[src/rtl/gdo_pkg.sv]
package gdo_pkg;

  // Field widths
  localparam int YEAR_W  = 14;
  localparam int MONTH_W = 4;
  localparam int DAY_W   = 5;
  localparam int OFFS_W  = 17;

  // Working year: signed, with headroom for walking past either end of the range
  localparam int WYEAR_W = 16;

  // Residue of the year modulo 400
  localparam int R400_W = 9;

  localparam logic [MONTH_W-1:0] JAN = MONTH_W'(1);
  localparam logic [MONTH_W-1:0] FEB = MONTH_W'(2);
  localparam logic [MONTH_W-1:0] DEC = MONTH_W'(12);

  localparam logic [R400_W-1:0] R400_LAST = R400_W'(399);

  localparam int YEAR_MAX = 9999;

  typedef logic [DAY_W-1:0] mlen_t [12];

  localparam mlen_t MONTH_LEN_COMMON = '{
    5'd31, 5'd28, 5'd31, 5'd30, 5'd31, 5'd30,
    5'd31, 5'd31, 5'd30, 5'd31, 5'd30, 5'd31
  };
  localparam mlen_t MONTH_LEN_LEAP = '{
    5'd31, 5'd29, 5'd31, 5'd30, 5'd31, 5'd30,
    5'd31, 5'd31, 5'd30, 5'd31, 5'd30, 5'd31
  };

  // Controller to datapath
  typedef struct packed {
    logic load;     // take a new input beat
    logic step;     // walk one month
    logic capture;  // write the output register
  } gdo_cmd_t;

  // Datapath to controller
  typedef struct packed {
    logic done;     // day lies within its month
    logic oor;      // working year outside 0..9999
  } gdo_stat_t;

  // Year modulo 400, restoring subtraction of 400 << k
  function automatic logic [R400_W-1:0] year_mod400(input logic [YEAR_W-1:0] y);
    logic [YEAR_W-1:0] rem;
    logic [YEAR_W-1:0] sub;
    rem = y;
    for (int k = 5; k >= 0; k--) begin
      sub = YEAR_W'(400 << k);
      if (rem >= sub) begin
        rem = rem - sub;
      end
    end
    return rem[R400_W-1:0];
  endfunction

  // 4/100/400 rule from the residue modulo 400
  function automatic logic is_leap(input logic [R400_W-1:0] r);
    logic cent;
    cent = r inside {R400_W'(100), R400_W'(200), R400_W'(300)};
    return (r[1:0] == 2'b00) && !cent;
  endfunction

  function automatic logic [DAY_W-1:0] month_len(input logic leap,
                                                 input logic [MONTH_W-1:0] m);
    logic [MONTH_W-1:0] idx;
    idx = m - JAN;
    if (idx > MONTH_W'(11)) begin
      idx = '0;
    end
    return leap ? MONTH_LEN_LEAP[idx] : MONTH_LEN_COMMON[idx];
  endfunction

endpackage

[src/rtl/gdo_ctrl.sv]
module gdo_ctrl (
  input  logic              clk,
  input  logic              rst_n,
  input  logic              in_valid,
  output logic              in_stall,
  output logic              out_valid,
  input  logic              out_stall,
  input  gdo_pkg::gdo_stat_t stat,
  output gdo_pkg::gdo_cmd_t  cmd
);
  import gdo_pkg::*;

  typedef enum logic [1:0] {
    ST_IDLE = 2'b01,
    ST_WALK = 2'b10
  } state_t;

  state_t state_r, state_nxt;
  logic   out_valid_r, out_valid_nxt;
  logic   slot_free;

  assign in_stall  = (state_r != ST_IDLE);
  assign out_valid = out_valid_r;
  assign slot_free = !out_valid_r || !out_stall;

  always_comb begin
    state_nxt     = state_r;
    out_valid_nxt = out_valid_r;
    cmd           = '0;
    if (out_valid_r && !out_stall) begin
      out_valid_nxt = 1'b0;
    end
    case (state_r)
      ST_IDLE: begin
        if (in_valid) begin
          cmd.load  = 1'b1;
          state_nxt = ST_WALK;
        end
      end
      ST_WALK: begin
        if (!stat.done) begin
          cmd.step = 1'b1;
        end else if (slot_free) begin
          cmd.capture   = 1'b1;
          out_valid_nxt = 1'b1;
          state_nxt     = ST_IDLE;
        end
      end
      default: begin
        state_nxt = ST_IDLE;
      end
    endcase
  end

  always_ff @(posedge clk) begin
    if (!rst_n) begin
      state_r     <= ST_IDLE;
      out_valid_r <= 1'b0;
    end else begin
      state_r     <= state_nxt;
      out_valid_r <= out_valid_nxt;
    end
  end

  a_capture_done: assert property (@(posedge clk) disable iff (!rst_n)
    cmd.capture |-> stat.done && state_r == ST_WALK)
    else $error("capture before walk finished");

  a_capture_free: assert property (@(posedge clk) disable iff (!rst_n)
    cmd.capture |-> !out_valid_r || !out_stall)
    else $error("capture overwrote pending result");

  a_accept_walk: assert property (@(posedge clk) disable iff (!rst_n)
    (in_valid && !in_stall) |=> state_r == ST_WALK)
    else $error("accepted beat not walked");

  a_step_excl: assert property (@(posedge clk) disable iff (!rst_n)
    !(cmd.step && (cmd.capture || cmd.load)))
    else $error("conflicting datapath commands");

endmodule

[src/rtl/gdo_dpath.sv]
module gdo_dpath #(
  parameter int MAX_OFFSET = 65535
) (
  input  logic                               clk,
  input  logic [gdo_pkg::YEAR_W-1:0]         start_year,
  input  logic [gdo_pkg::MONTH_W-1:0]        start_month,
  input  logic [gdo_pkg::DAY_W-1:0]          start_day,
  input  logic signed [gdo_pkg::OFFS_W-1:0]  day_offset,
  input  gdo_pkg::gdo_cmd_t                  cmd,
  output gdo_pkg::gdo_stat_t                 stat,
  output logic [gdo_pkg::YEAR_W-1:0]         result_year,
  output logic [gdo_pkg::MONTH_W-1:0]        result_month,
  output logic [gdo_pkg::DAY_W-1:0]          result_day,
  output logic                               out_of_range
);
  import gdo_pkg::*;

  // Offset magnitude reachable after saturation, and day accumulator width
  localparam int OFF_MAG = (MAX_OFFSET < 65536) ? MAX_OFFSET : 65536;
  localparam int DW      = $clog2(OFF_MAG + 32) + 1;
  localparam int SW      = OFFS_W + 1;

  logic signed [WYEAR_W-1:0] year_r, year_nxt;
  logic [MONTH_W-1:0]        month_r, month_nxt;
  logic signed [DW-1:0]      day_r, day_nxt;
  logic [R400_W-1:0]         r400_r, r400_nxt;

  logic [YEAR_W-1:0]  ryear_r;
  logic [MONTH_W-1:0] rmonth_r;
  logic [DAY_W-1:0]   rday_r;
  logic               roor_r;

  logic signed [SW-1:0] off_ext, off_sat, lim;
  logic [MONTH_W-1:0]   m_clamp, m_prev;
  logic                 leap;
  logic signed [DW-1:0] len_cur, len_prev;
  logic                 fwd, bwd;

  assign lim     = SW'(OFF_MAG);
  assign off_ext = SW'(day_offset);

  always_comb begin
    off_sat = off_ext;
    if (off_ext > lim) begin
      off_sat = lim;
    end else if (off_ext < -lim) begin
      off_sat = -lim;
    end
    m_clamp = start_month;
    if (start_month < JAN) begin
      m_clamp = JAN;
    end else if (start_month > DEC) begin
      m_clamp = DEC;
    end
  end

  assign leap     = is_leap(r400_r);
  assign m_prev   = (month_r == JAN) ? DEC : month_r - JAN;
  // the month before March shares this year; December is 31 days either way
  assign len_cur  = signed'(DW'(month_len(leap, month_r)));
  assign len_prev = signed'(DW'(month_len(leap, m_prev)));
  assign fwd      = day_r > len_cur;
  assign bwd      = day_r < signed'(DW'(1));

  assign stat.done = !fwd && !bwd;
  assign stat.oor  = (year_r < 0) || (year_r > WYEAR_W'(YEAR_MAX));

  always_comb begin
    year_nxt  = year_r;
    month_nxt = month_r;
    day_nxt   = day_r;
    r400_nxt  = r400_r;
    if (cmd.load) begin
      year_nxt  = signed'(WYEAR_W'(start_year));
      month_nxt = m_clamp;
      day_nxt   = signed'(DW'(start_day)) + signed'(DW'(off_sat));
      r400_nxt  = year_mod400(start_year);
    end else if (cmd.step) begin
      if (fwd) begin
        day_nxt = day_r - len_cur;
        if (month_r == DEC) begin
          month_nxt = JAN;
          year_nxt  = year_r + WYEAR_W'(1);
          r400_nxt  = (r400_r == R400_LAST) ? '0 : r400_r + R400_W'(1);
        end else begin
          month_nxt = month_r + JAN;
        end
      end else begin
        day_nxt   = day_r + len_prev;
        month_nxt = m_prev;
        if (month_r == JAN) begin
          year_nxt = year_r - WYEAR_W'(1);
          r400_nxt = (r400_r == '0) ? R400_LAST : r400_r - R400_W'(1);
        end
      end
    end
  end

  always_ff @(posedge clk) begin
    year_r  <= year_nxt;
    month_r <= month_nxt;
    day_r   <= day_nxt;
    r400_r  <= r400_nxt;
  end

  // Output register, saturated date when the year left the range
  always_ff @(posedge clk) begin
    if (cmd.capture) begin
      roor_r <= stat.oor;
      if (year_r < 0) begin
        ryear_r  <= '0;
        rmonth_r <= JAN;
        rday_r   <= DAY_W'(1);
      end else if (stat.oor) begin
        ryear_r  <= YEAR_W'(YEAR_MAX);
        rmonth_r <= DEC;
        rday_r   <= DAY_W'(31);
      end else begin
        ryear_r  <= year_r[YEAR_W-1:0];
        rmonth_r <= month_r;
        rday_r   <= day_r[DAY_W-1:0];
      end
    end
  end

  assign result_year  = ryear_r;
  assign result_month = rmonth_r;
  assign result_day   = rday_r;
  assign out_of_range = roor_r;

endmodule

[src/rtl/gregorian_date_offset.sv]
// Gregorian date offset: start date plus a signed day count.
//
// Input channel (in_valid / in_stall): one beat carries year, month, day and
// a signed day offset. The offset saturates to +/-MAX_OFFSET. Month 0 counts
// as January, 13..15 as December; a day past its month rolls forward.
// Result channel (out_valid / out_stall): one beat per input beat with the
// shifted date and out_of_range, set when the year left 0..9999 (the date
// then saturates to 0000-01-01 or 9999-12-31).
//
// Walk: once an input beat is accepted, the block walks one month per cycle
// through a single subtract/add on the day count until the day lies within
// its month, then, once the output register is free, registers the result
// together with out_valid. The next beat is accepted only when the sequencer
// is back in idle, so no date is taken while one is being walked. The output
// register holds a finished result while the receiver stalls; the next item is
// then accepted and walked, and waits in place when done.
// Reset (rst_n low, synchronous) returns to idle and drops out_valid.
module gregorian_date_offset #(
  parameter int MAX_OFFSET = 65535
) (
  input  logic                               clk,
  input  logic                               rst_n,
  input  logic                               in_valid,
  output logic                               in_stall,
  input  logic [gdo_pkg::YEAR_W-1:0]         in_start_year,
  input  logic [gdo_pkg::MONTH_W-1:0]        in_start_month,
  input  logic [gdo_pkg::DAY_W-1:0]          in_start_day,
  input  logic signed [gdo_pkg::OFFS_W-1:0]  in_day_offset,
  output logic                               out_valid,
  input  logic                               out_stall,
  output logic [gdo_pkg::YEAR_W-1:0]         out_result_year,
  output logic [gdo_pkg::MONTH_W-1:0]        out_result_month,
  output logic [gdo_pkg::DAY_W-1:0]          out_result_day,
  output logic                               out_out_of_range
);
  import gdo_pkg::*;

  gdo_cmd_t  cmd;
  gdo_stat_t stat;

  // Sequencer: idle / walk, owns the result valid flag
  gdo_ctrl u_ctrl (
    .clk       (clk),
    .rst_n     (rst_n),
    .in_valid  (in_valid),
    .in_stall  (in_stall),
    .out_valid (out_valid),
    .out_stall (out_stall),
    .stat      (stat),
    .cmd       (cmd)
  );

  // Date registers, month-length table, output register
  gdo_dpath #(
    .MAX_OFFSET (MAX_OFFSET)
  ) u_dpath (
    .clk          (clk),
    .start_year   (in_start_year),
    .start_month  (in_start_month),
    .start_day    (in_start_day),
    .day_offset   (in_day_offset),
    .cmd          (cmd),
    .stat         (stat),
    .result_year  (out_result_year),
    .result_month (out_result_month),
    .result_day   (out_result_day),
    .out_of_range (out_out_of_range)
  );

endmodule

[config.mk]
export PLATFORM = sky130hd
export DESIGN_NAME = gregorian_date_offset
export DESIGN_NICKNAME = d
export VERILOG_FILES = /design/src/rtl/gdo_pkg.sv /design/src/rtl/gdo_ctrl.sv /design/src/rtl/gdo_dpath.sv /design/src/rtl/gregorian_date_offset.sv
export SDC_FILE = /design/constraint.sdc
export NUM_CORES = 1
export LEC_CHECK = 0
export BUFFER_PORTS_ARGS = -buffer_cell sky130_fd_sc_hd__buf_2
export CORE_UTILIZATION = 55
export DETAILED_ROUTE_END_ITERATION = 10
export HOLD_SLACK_MARGIN = 0.08
export PLACE_DENSITY = 0.81
export SLEW_MARGIN = 10
export SYNTH_ARGS = -nofsm -noshare
export SYNTH_HDL_FRONTEND = slang
export SYNTH_SLANG_ARGS = --single-unit
[constraint.sdc]
create_clock -name clk -period 9.3 [get_ports clk]
set_input_delay 2.325 -clock clk [delete_from_list [all_inputs] [get_ports clk]]
set_output_delay 2.325 -clock clk [all_outputs]
set_load 0.02 [all_outputs]
# Yosys cells after proc, flatten, opt, wreduce, memory -nomap -nowiden
# Memory sizes are Yosys's and may differ from the RTL's.
# Cells that the tools add are included.
word_totals:
  in_bits: 44
  mem_bits_ro: 320
  mem_count: 4
  output_inout_bits: 26
  wordCells: 152
  register_bits: 74
mem_list:
  columns: ["memory", "depth", "word_bits", "rd", "rd_clocked_by_memory_dff", "wr", "line_no", "text"]
  rows:
  - ["(no name shown)", 16, 5, 1, 0, 0, "gdo_pkg.sv:75", "return leap ? MONTH_LEN_LEAP[idx] : MONTH_LEN_COMMON[idx];"]
  - ["(no name shown)", 16, 5, 1, 0, 0, "gdo_pkg.sv:75", null]
  - ["(no name shown)", 16, 5, 1, 0, 0, "gdo_pkg.sv:75", null]
  - ["(no name shown)", 16, 5, 1, 0, 0, "gdo_pkg.sv:75", null]
classes:
  n_reduce_logical: 20
  add_sub_neg: 16
  bitwise: 2
  mux: 64
  n_eq_ne: 14
  n_lt_le_gt_ge: 18
ops:
  columns: ["operator", "n"]
  rows:
  - ["14-bit 2-to-1 mux", 13]
  - ["18-bit 2-to-1 mux", 5]
  - ["9-bit 2-to-1 mux", 8]
  - ["5-bit 2-to-1 mux", 11]
  - ["16-bit 2-to-1 mux", 3]
  - ["4-bit 2-to-1 mux", 10]
  - ["18-bit by 6-bit adder with 18-bit output", 1]
  - ["6-bit by 18-bit adder with 18-bit output", 1]
  - ["9-bit equality test (second input constant)", 2]
  - ["18-bit by 6-bit greater-than comparator with 1-bit output", 1]
  - ["18-bit by 2-bit < comparator with 1-bit output (second input constant)", 1]
  - ["18-bit by 6-bit subtractor with 18-bit output", 1]
  - ["17-bit greater-than comparator (second input constant)", 1]
  - ["17-bit < comparator (second input constant)", 1]
  - ["16-bit by 2-bit adder with 16-bit output (second input constant)", 1]
  - ["16-bit by 15-bit greater-than comparator with 1-bit output (second input constant)", 1]
  - ["16-bit by 1-bit < comparator with 1-bit output (second input constant)", 1]
  - ["16-bit by 2-bit subtractor with 16-bit output (second input constant)", 1]
  - ["14-bit by 10-bit greater-or-equal comparator with 1-bit output (second input constant)", 1]
  - ["14-bit by 11-bit greater-or-equal comparator with 1-bit output (second input constant)", 1]
  - ["14-bit by 12-bit greater-or-equal comparator with 1-bit output (second input constant)", 1]
  - ["14-bit by 13-bit greater-or-equal comparator with 1-bit output (second input constant)", 1]
  - ["14-bit greater-or-equal comparator (second input constant)", 1]
  - ["14-bit by 9-bit greater-or-equal comparator with 1-bit output (second input constant)", 1]
  - ["35 further kinds", 65]

# Longest topological paths before layout
# Gate-level depths: netlist of run 1.
depth:
  depth_word: 18
  ltp_mapped: 34

# By module
# From an unflattened synthesis of run 1, not the netlist that was laid out.
unflattened:
  cells_unflattened: 830
  area_unflattened_um2: 6936.7
by_module_without_submodules:
  columns: ["mod", "area_each_um2", "cells_per_inst", "n_inst", "seq_area_each_um2"]
  rows:
  - ["gdo_dpath", 6790.3, 814, 1, 2112.0]
  - ["gdo_ctrl", 146.4, 16, 1, 60.1]

# Worst setup path before layout of run 1
# OpenSTA, ideal clock, no wires.
synth_timing:
  path_kind: "in2reg"
  from: "in in_start_year[11] (netlist bit)"
  to: "reg u_dpath.r400_r[5], data pin"
  path_buffers: 2
  cell_stages: 25
  setup_slack_ps: 1196
  t_required_ps: 9034
  arrival_ps: 7838
  setup_time_ps: 266
  path_cell_list: "buf_4 -> o21ba_2 -> a31oi_1 -> ha_1 -> nor2b_1 -> nand2_1 -> o21a_1 -> or4_1 -> and3_1 -> buf_2 -> a31o_1 -> o31ai_4 -> nand2_1 -> xnor2_1 -> ha_1 -> nand3_1 -> nand4_1 -> a21oi_1 -> o31a_1 -> xnor2_1 -> ha_1 -> nand2_1 -> a32oi_4 -> or4_1 -> or3b_1"
synth_between:
  elab_chain_cells: 18
  word_cells_on_any_way: 24
  cone_classes: "add/sub (6); order compare (6); mux (12)"
synth_lines:
  columns: ["element", "line_no", "text"]
  rows:
  - ["start, declared", "gregorian_date_offset.sv:25", "input logic [gdo_pkg::YEAR_W-1:0] in_start_year,"]
  - ["14-bit subtractor / 14-bit greater-or-equal comparator (equally long branches)", "gdo_pkg.sv:55, gdo_pkg.sv:54", null]
  - ["14-bit 2-to-1 mux (*)", "gdo_pkg.sv:54", "if (rem >= sub) begin"]
  - ["14-bit 2-to-1 mux (*)", "gdo_dpath.sv:73", "if (cmd.load) begin"]
  - ["14-bit by 13-bit subtractor with 14-bit output / 14-bit by 13-bit greater-or-equal comparator with 1-bit output (equally long branches)", "gdo_pkg.sv:55, gdo_pkg.sv:54", null]
  - ["14-bit 2-to-1 mux (*)", "gdo_pkg.sv:54", null]
  - ["14-bit 2-to-1 mux (*)", "gdo_dpath.sv:73", null]
  - ["14-bit by 12-bit subtractor with 14-bit output / 14-bit by 12-bit greater-or-equal comparator with 1-bit output (equally long branches)", "gdo_pkg.sv:55, gdo_pkg.sv:54", null]
  - ["14-bit 2-to-1 mux (*)", "gdo_pkg.sv:54", null]
  - ["(+3 left out)", null, null]
  - ["14-bit 2-to-1 mux (*)", "gdo_dpath.sv:73", null]
  - ["14-bit by 10-bit subtractor with 14-bit output / 14-bit by 10-bit greater-or-equal comparator with 1-bit output (equally long branches)", "gdo_pkg.sv:55, gdo_pkg.sv:54", null]
  - ["14-bit 2-to-1 mux (*)", "gdo_pkg.sv:54", null]
  - ["14-bit 2-to-1 mux (*)", "gdo_dpath.sv:73", null]
  - ["14-bit by 9-bit greater-or-equal comparator with 1-bit output / 9-bit subtractor (equally long branches)", "gdo_pkg.sv:54, gdo_pkg.sv:55", null]
  - ["9-bit 2-to-1 mux (*)", "gdo_pkg.sv:54", null]
  - ["9-bit 2-to-1 mux (*)", "gdo_dpath.sv:73", null]
  - ["via u_dpath.r400_nxt[5]", "gdo_dpath.sv:26", "logic [R400_W-1:0] r400_r, r400_nxt;"]
  - ["end signal, assigned", "gdo_dpath.sv:103", "r400_r <= r400_nxt;"]
  - ["end, declared", "gdo_dpath.sv:26", null]
# Mark *: on every way through the listed nets, which the timed path passes. The rest lies on a longest branch. The select of a mux whose other input is x is not followed.
# A chain may end at the register's enable or synchronous reset.

# Worst setup path after layout of run 1
layout_timing:
  from: "in in_start_year[12] (netlist bit)"
  to: "reg u_dpath.r400_r[5], data pin"
# The elaborated chain is that of the path after synthesis.

==> results of run 1 <==
worst max path at each step:
stage                 startpoint                          end  cells past startpoint
2_1_floorplan  in_start_year[11]  u_dpath.r400_r[5]$_DFFE_PP_                     25
3_3_place_gp   in_start_year[11]  u_dpath.r400_r[5]$_DFFE_PP_                     24
3_5_place_dp   in_start_year[11]  u_dpath.r400_r[5]$_DFFE_PP_                     24
4_1_cts        in_start_year[11]  u_dpath.r400_r[5]$_DFFE_PP_                     24
5_1_grt        in_start_year[12]  u_dpath.r400_r[5]$_DFFE_PP_                     24
6_report       in_start_year[12]  u_dpath.r400_r[5]$_DFFE_PP_                     24
stage by stage:
step | total power (uW) | std cells | util (%) | hold WS (ns) | setup slack [ns]
after global routing | 1460 | 1052 | 63.2 | 0.545 | 0.175
after detailed placement | 1030 | 1037 | 60.9 | 0.519 | 0.446
after global placement | 1020 | 1037 | 60.9 | 0.500 | 0.654
final | 1370 | 1052 | 63.2 | 0.523 | 0.828
after CTS | 1370 | 1052 | 63.1 | 0.525 | 0.788
after floorplan | 910 | 839 | - | 0.480 | 1.20
power by group:
part | leakage [uW] | switching (uW) | total [uW] | internal, uW
clock network | 0.000135 | 130 | 333 | 203
logic | 0.00210 | 332 | 562 | 230
registers | 0.000687 | 51.4 | 477 | 426
total | 0.00293 | 514 | 1370 | 859
repair_timing:
item,in CTS,in global routing
hold buffers,0,0
gates resized for setup,0,1
endpoints found under the hold margin,0,0
setup endpoints to repair,0,1
layout make-up:
class / count / share of cell area [%]
Tap cell: 168 / 2.73
Sequential cell: 74 / 28.2
Multi-Input combinational cell: 680 / 58.5
Clock inverter: 5 / 0.600
Inverter: 40 / 1.95
Clock buffer: 10 / 2.97
Timing Repair Buffer: 75 / 5.06
placed cells by master, fill, tap and decap left out, types with 13 or more instances in the layout:
cell type / instances
nor2_1: 88
xnor2_1: 36
inv_1: 40
a31oi_1: 18
nor4_1: 16
nand4_1: 13
nand2_1: 68
o21ai_0: 47
ha_1: 38
nor3_1: 27
edfxtp_1: 69
a21oi_1: 59
nand3_1: 39
buf_2: 69
xor2_1: 23
routing by layer:
| layer | wire length [microns] | GRT usage [%] | up-vias |
|---|---|---|---|
| met5 | 0 | 0 | - |
| met4 | 163 | 6.58 | 0 |
| met3 | 1170 | 4.22 | 19 |
| met2 | 7310 | 39.7 | 275 |
| met1 | 7810 | 37.5 | 2995 |
| li1 | - | - | 3232 |
kinds of logic after synthesis:
logic type               Yosys count  synth area share [%]
adder cells (fa/ha/maj)           43                  8.07
multiplexers                      11                  1.71
buffers and inverters             85                  4.87
AO/OA/AOI/OAI                    243                  24.0
AND/OR/NAND/NOR                  324                  23.0
flip-flops                        74                  31.0
XOR/XNOR                          59                  7.37
flip-flops by register name, indices dropped and copies added (netlist names):
| signal | cells |
|---|---|
| u_ctrl.state_r | 2 |
| u_dpath.result_year | 14 |
| u_ctrl.out_valid | 1 |
| u_dpath.result_month | 4 |
| u_dpath.day_r | 18 |
| u_dpath.year_r | 16 |
| u_dpath.out_of_range | 1 |
| u_dpath.r400_r | 9 |
| u_dpath.month_r | 4 |
| u_dpath.result_day | 5 |
tightest hold or removal path, cell delays in order (launching register included):
cell and delay (ns):
dfxtp_1 0.33, nand3_1 0.07, o21ai_0 0.07
==> metrics.csv, run 1 <==
metric;value;unit
maxCapViolCount;0;
cts_max_level;3;
cts_setup_buffers;0;
cts_root_buf;clkbuf_16;
min_to;u_dpath.year_r[14]$_SDFFE_PP0P_;
seq_area;2170;sq um
required;9.38;ns
r2r-start;u_dpath.month_r[0]$_DFFE_PP_;
cts_tree;yes;
rr_worst_depth;28;
worstPathMaxFanout;14;
hp-start;u_dpath.year_r[14]$_SDFFE_PP0P_;
wl;16.5;mm
min_period;8.47;ns
cpMostUsedCell;ha_1;
async_flop_share;0;%
core_area;12200;sq um
ys_seq_area_share;31.0;%
die_x;115;microns
clock-sinks;74;
multi_input_comb_area;4510;sq um
drv_slew;0;
n_fill_cell;1106;
antenna_found_initial;0;
syn-num-nets;925;
area_growth;9.99;%
report.final.setup_viol;0;
crit_chain;buf_2 > a21boi_1 > a31oi_2 > ha_1 > nor2b_1 > a2bb2oi_2 > and4_4 > a2111oi_4 > and3_1 > nor3_1 > o31ai_4 > nand2_1 > xnor2_1 > ha_1 > nand3_1 > nand4_1 > a21oi_1 > o31a_1 > xnor2_1 > ha_1 > nand2_1 > a32oi_4 > or4_1 > or3b_1;
yosys_register_bits;74;
fin_tns_setup;0;ns
grt_setup_unrepaired;false;
status;completed;
critPathMaxStageDelay;0.57;ns
grt.total_usage;25.8;%
synth_most_common_cell;nor2_1;
synth_common_cells;nor2_1, edfxtp_1, nand2_1, a21oi_1, o21ai_0;
cts_buffer_depth;2;
final_area;7710;sq um
worst_pin_slew;1.11;ns
yosysTopAreaCellShare;29.6;%
drt-pass1-iter-count;6;
ys.flop_type;edfxtp_1;
cts_buffers;9;
startpoint_type;primary input;
synth_cell_types;88;
drt_iter0_drc;636;
overflow;0;
crit_buf_inv;1;
synth_top_area_cell;edfxtp_1;
grt_pass1_vias;5809;
fp.dieH;115;microns
port_buffers;69;
worst-r2r-setup-slack;3.07;ns
final_antenna_net_count;0;
peakVddDrop;0.0000942;V
slew_headroom;25.7;%
power.leakage;0.00293;uW
reg2reg_to;u_dpath.year_r[15]$_SDFFE_PP0P_;
dpl_cell_area;7430;sq um
num_vias;6521;
nets;966;
cp_slowest_cell;a2111oi_4;
min_path_type;register to register;
diodes;0;
crit_type;primary input to register;
drive_gt1_share;13.0;%
fin_crit_sh;91.1;%
start_util;57.4;%
ios;70;
end_kind;register;
drt-vias-per-instance;6.20;
place_congestion;0.944;
hold_depth;2;
dieArea;13200;sq um
synth-edff-count;69;
skew;0.00763;ns
hpwl;12.0;mm
clk_pin_slew;0.06;ns
clock.fmax;0.118;GHz
critPathTopFamily;compound AO/OA/AOI/OAI gates;
drt_drc_violations_left;0;
arrival;8.55;ns
grt_max_degree;43;
clk_latency;0.34;ns
syn_area;7010;sq um
synthTopCellsByArea;edfxtp_1, ha_1, nor2_1;
synth_warnings;0;
grt_pass1_wl;27.4;mm
netlist_instances;839;
wl_per_cell;15.6;microns
power.density;178;nW/um^2
num_rows;40;
hold_viol;0;
synth_area_per_cell;8.36;sq um
Power figures use the tool's default switching activity.
==> run 2, diff against run 1 <==
GPL_ROUTABILITY_DRIVEN = 0   (was default)
REMOVE_ABC_BUFFERS = 1   (was default)
SLEW_MARGIN = 20   (was 10)
==> metrics.csv, run 2 (same netlist as run 1, synthesis figures left out) <==
metric;value;unit
drt-vias-per-instance;6.25;
worst_pin_slew;1.06;ns
cts_setup_buffers;0;
fp.dieH;115;microns
num_vias;6588;
power.leakage;0.00294;uW
cts_buffers;9;
antenna_found_initial;0;
report.final.setup_viol;0;
crit_chain;buf_2 > a21boi_1 > a31oi_1 > ha_1 > nor2b_1 > a2bb2oi_2 > and4_4 > a2111oi_4 > and3_1 > nor3_1 > o31ai_4 > nand2_1 > xnor2_1 > ha_1 > nand3_1 > nand4_1 > a21oi_1 > o31a_1 > xnor2_1 > ha_1 > nand2_1 > a32oi_4 > or4_1 > or3b_1;
power_frac_seq;33.7;%
hpwl;12.1;mm
drt-pass1-iter-count;5;
skew;0.0107;ns
diodes;0;
cts_resized;0;
status;completed;
clk_latency;0.33;ns
largest-register;u_dpath.day_r;
drt_iter0_drc;535;
clock-sinks;74;
largest_reg_flops;18;
drive_gt1_share;13.4;%
grt_max_degree;52;
crit_type;primary input to register;
critPathMaxStageDelay;0.57;ns
clock.fmax;0.117;GHz
cpMostUsedCell;ha_1;
port_buffers;69;
cts_root_buf;clkbuf_16;
required;9.37;ns
ctsHoldBuffers;0;
clk_pin_slew;0.06;ns
cp_slowest_cell;a2111oi_4;
core_area;12200;sq um
fin_tns_setup;0;ns
dpl_cell_area;7440;sq um
final_cell_mix;nor2_1, buf_2, edfxtp_1, nand2_1, a21oi_1;
cts_tree;yes;
p_total;1410;uW
worstPathMaxFanout;14;
wl_per_cell;15.9;microns
hold_viol;0;
nets;967;
placed_cells;1038;
drv_slew;0;
grt_setup_unrepaired;false;
p_clk_share;26.4;%
slew_headroom;29.0;%
p_comb_share;39.8;%
final_antenna_net_count;0;
grt_pass1_wl;28.3;mm
internal_power;890;uW
peakVddDrop;0.000114;V
power.density;182;nW/um^2
min_path_type;register to register;
critPathTopFamily;compound AO/OA/AOI/OAI gates;
arrival;8.63;ns
grt.total_usage;26.2;%
fin_crit_sh;92.0;%
area_growth;10.6;%
wl;16.8;mm
final_area;7760;sq um
final_core_util;63.5;%
min_period;8.55;ns
netSwitchingPower;519;uW
final_cell_count_no_fill;1054;
maxCapViolCount;0;
overflow;0;
end_kind;register;
startpoint_type;primary input;
crit_buf_inv;1;
cts_buffer_depth;2;
ios;70;
swShare;36.8;%
cts_max_level;3;
num_rows;40;
die_x;115;microns
drt_drc_violations_left;0;
dieArea;13200;sq um
start_util;57.4;%
final_common_cell;nor2_1;
grt_pass1_vias;6109;
[run 2: layout make-up]
cell class	count	area [sq um]
timing repair buffer	76	398
inverter	40	150
clock inverter	7	92.6
tap	168	210
multi-input combinational	680	4510
fill	1060	4460
sequential	74	2170
clock buffer	9	225
[run 2: worst min-delay path: stages, from the launching register on]
cell     delay [ns]
dfxtp_1        0.34
nand3_1        0.07
o21ai_0        0.08
[run 2: power by group through the flow]
stage | clock network [uW] | logic [uW] | registers, uW
floorplan | 0 | 430 | 467
global placement | 0 | 539 | 480
detailed placement | 0 | 546 | 481
CTS | 373 | 554 | 474
global route | 387 | 630 | 482
finish | 373 | 561 | 476
[run 2: path summary, 6_finish.rpt]
check,start,end,slack [ns],cells after the start
worst max-delay path,in_start_year[12],u_dpath.r400_r[5]$_DFFE_PP_,0.75,24
worst min register to register,u_dpath.year_r[14]$_SDFFE_PP0P_,u_dpath.year_r[14]$_SDFFE_PP0P_,0.54,2
worst max register to register,u_dpath.month_r[0]$_DFFE_PP_,u_dpath.year_r[15]$_SDFFE_PP0P_,2.92,29
worst min-delay path,u_dpath.year_r[14]$_SDFFE_PP0P_,u_dpath.year_r[14]$_SDFFE_PP0P_,0.54,2
[run 2: layer usage]
layer / global-route usage [%] / vias up / wire [microns]
li1: - / 3242 / -
met1: 36.1 / 3082 / 7820
met2: 42.8 / 247 / 7740
met3: 3.90 / 17 / 1030
met4: 7.53 / 0 / 193
met5: 0 / - / 0
[run 2: per-stage QoR]
step,hold WS (ns),worst slack [ns]
after floorplan,0.480,1.39
after CTS,0.536,0.838
after detailed placement,0.528,0.474
final,0.538,0.747
after global placement,0.500,0.681
after global routing,0.589,0.198
==> run 3, diff against run 2 <==
REMOVE_ABC_BUFFERS = default   (was 1)
SETUP_SLACK_MARGIN = 0.15   (was default)
SKIP_CTS_REPAIR_TIMING = 1   (was default)
==> metrics.csv, run 3 (same netlist as run 1, synthesis figures left out) <==
metric;value;unit
status;completed;
grt.total_usage;25.6;%
arrival;8.69;ns
final_antenna_net_count;0;
antenna_found_initial;0;
num_vias;6469;
startpoint_type;primary input;
num_rows;40;
dr_wl_met3;1.14;mm
grt_max_degree;50;
worst_pin_slew;1.01;ns
reg2reg_to;u_dpath.year_r[15]$_SDFFE_PP0P_;
rr_worst_depth;29;
peakVddDrop;0.0000966;V
fp.dieH;115;microns
worstPathMaxFanout;14;
drt_iter0_drc;558;
cpMostUsedCell;ha_1;
clock.fmax;0.116;GHz
min_period;8.61;ns
core_area;12200;sq um
top_layer;met4;
drt_drc_violations_left;0;
cts_buffers;9;
crit_type;primary input to register;
clock-sinks;74;
worst-r2r-setup-slack;2.86;ns
hp-start;u_dpath.year_r[14]$_SDFFE_PP0P_;
final_common_cell;nor2_1;
drt-pass1-iter-count;5;
crit_chain;buf_2 > a21boi_1 > a31oi_1 > ha_1 > nor2b_1 > a2bb2oi_2 > and4_4 > a2111oi_4 > and3_1 > nor3_1 > o31ai_4 > nand2_1 > xnor2_1 > ha_1 > nand3_1 > nand4_1 > a21oi_1 > o31a_1 > xnor2_1 > ha_1 > nand2_1 > a32oi_4 > or4_1 > or3b_1;
dieArea;13200;sq um
final_cell_mix;nor2_1, buf_2, edfxtp_1, nand2_1, a21oi_1;
clk_latency;0.34;ns
cp_slowest_cell;a2111oi_4;
dpl_cell_area;7430;sq um
critPathMaxStageDelay;0.57;ns
die_x;115;microns
r2r-start;u_dpath.month_r[0]$_DFFE_PP_;
start_util;57.4;%
final_area;7760;sq um
cts_max_level;3;
power.density;183;nW/um^2
drv_slew;0;
maxCapViolCount;0;
fin_tns_setup;0;ns
met1_length;7.74;mm
drt-vias-per-instance;6.14;
end_kind;register;
wl_met2;7.39;mm
cts_root_buf;clkbuf_16;
report.final.setup_viol;0;
nets;966;
ios;70;
min_path_type;register to register;
required;9.38;ns
grt_pass1_vias;5902;
largest_reg_flops;18;
critPathTopFamily;compound AO/OA/AOI/OAI gates;
port_buffers;69;
hold_viol;0;
overflow;0;
fin_crit_sh;92.5;%
grt_pass1_wl;27.4;mm
largest-register;u_dpath.day_r;
slew_headroom;32.6;%
cts_tree;yes;
cts_buffer_depth;2;
diodes;0;
power.leakage;0.00294;uW
crit_buf_inv;1;
area_growth;10.7;%
wl_per_cell;15.6;microns
hold_depth;2;
hpwl;11.9;mm
wl;16.4;mm
clk_pin_slew;0.06;ns
skew;0.0103;ns
grt_setup_unrepaired;false;
min_to;u_dpath.year_r[14]$_SDFFE_PP0P_;
n_fill_cell;1047;
drive_gt1_share;13.4;%
==> run 3: cell count changes in the layout (fill, tap and decap cells not counted) <==
| cell | before | now |
|---|---|---|
| a21oi_2 | 3 | 2 |
| a21oi_4 | 0 | 1 |
| buf_4 | 7 | 6 |
| clkinv_1 | 1 | 0 |
| clkinv_2 | 1 | 0 |
| clkinv_4 | 0 | 1 |
| inv_6 | 1 | 2 |
==> run 3: layout make-up <==
cell class / count / area (sq um) / area share (%)
Clock buffer: 9 / 225 / 2.90
Clock inverter: 7 / 101 / 1.31
Inverter: 40 / 150 / 1.93
Multi-Input combinational cell: 680 / 4520 / 58.2
Sequential cell: 74 / 2170 / 28.0
Tap cell: 168 / 210 / 2.71
Timing Repair Buffer: 75 / 390 / 5.03
==> run 3: metal layers <==
metal | global-route usage [%] | up-vias
met5 | 0 | -
met4 | 6.58 | 0
met3 | 4.38 | 17
met2 | 40.6 | 236
met1 | 36.4 | 2977
li1 | - | 3239
==> run 3: report_power, final <==
part | internal, uW | switching (uW) | leakage, uW
registers | 426 | 51.7 | 0.000687
logic | 230 | 331 | 0.00210
clock network | 237 | 144 | 0.000153
total | 893 | 527 | 0.00294
==> run 3: worst register-to-register path, delay by kind of cell, from the launching register on <==
kind            cells  cell delay, ns
simple gates        5            0.66
buf+inv             4            0.77
xor+xnor            1            0.47
compound gates     14            2.51
mux                 1            0.21
fa+ha+maj           4            1.20
flops               1            0.53
==> run 3: worst max-delay path by stage <==
stage | to | cells past startpoint | from | slack [ns]
global route | u_dpath.r400_r[5]$_DFFE_PP_ | 24 | in_start_year[13] | 0.23
floorplan | u_dpath.r400_r[5]$_DFFE_PP_ | 25 | in_start_year[11] | 1.20
finish | u_dpath.r400_r[5]$_DFFE_PP_ | 24 | in_start_year[12] | 0.69
detailed placement | u_dpath.r400_r[5]$_DFFE_PP_ | 24 | in_start_year[12] | 0.45
global placement | u_dpath.r400_r[5]$_DFFE_PP_ | 24 | in_start_year[10] | 0.68
CTS | u_dpath.r400_r[5]$_DFFE_PP_ | 24 | in_start_year[12] | 0.80
==> run 3: stage by stage <==
step	util (%)	total power (uW)	cells	hold slack [ns]	setup slack (ns)
final	63.6	1420	1053	0.509	0.693
after floorplan	-	910	839	0.480	1.20
after global routing	63.6	1510	1053	0.550	0.225
after CTS	63.5	1410	1053	0.513	0.803
after detailed placement	60.9	1030	1037	0.504	0.453
after global placement	60.9	1020	1037	0.499	0.682
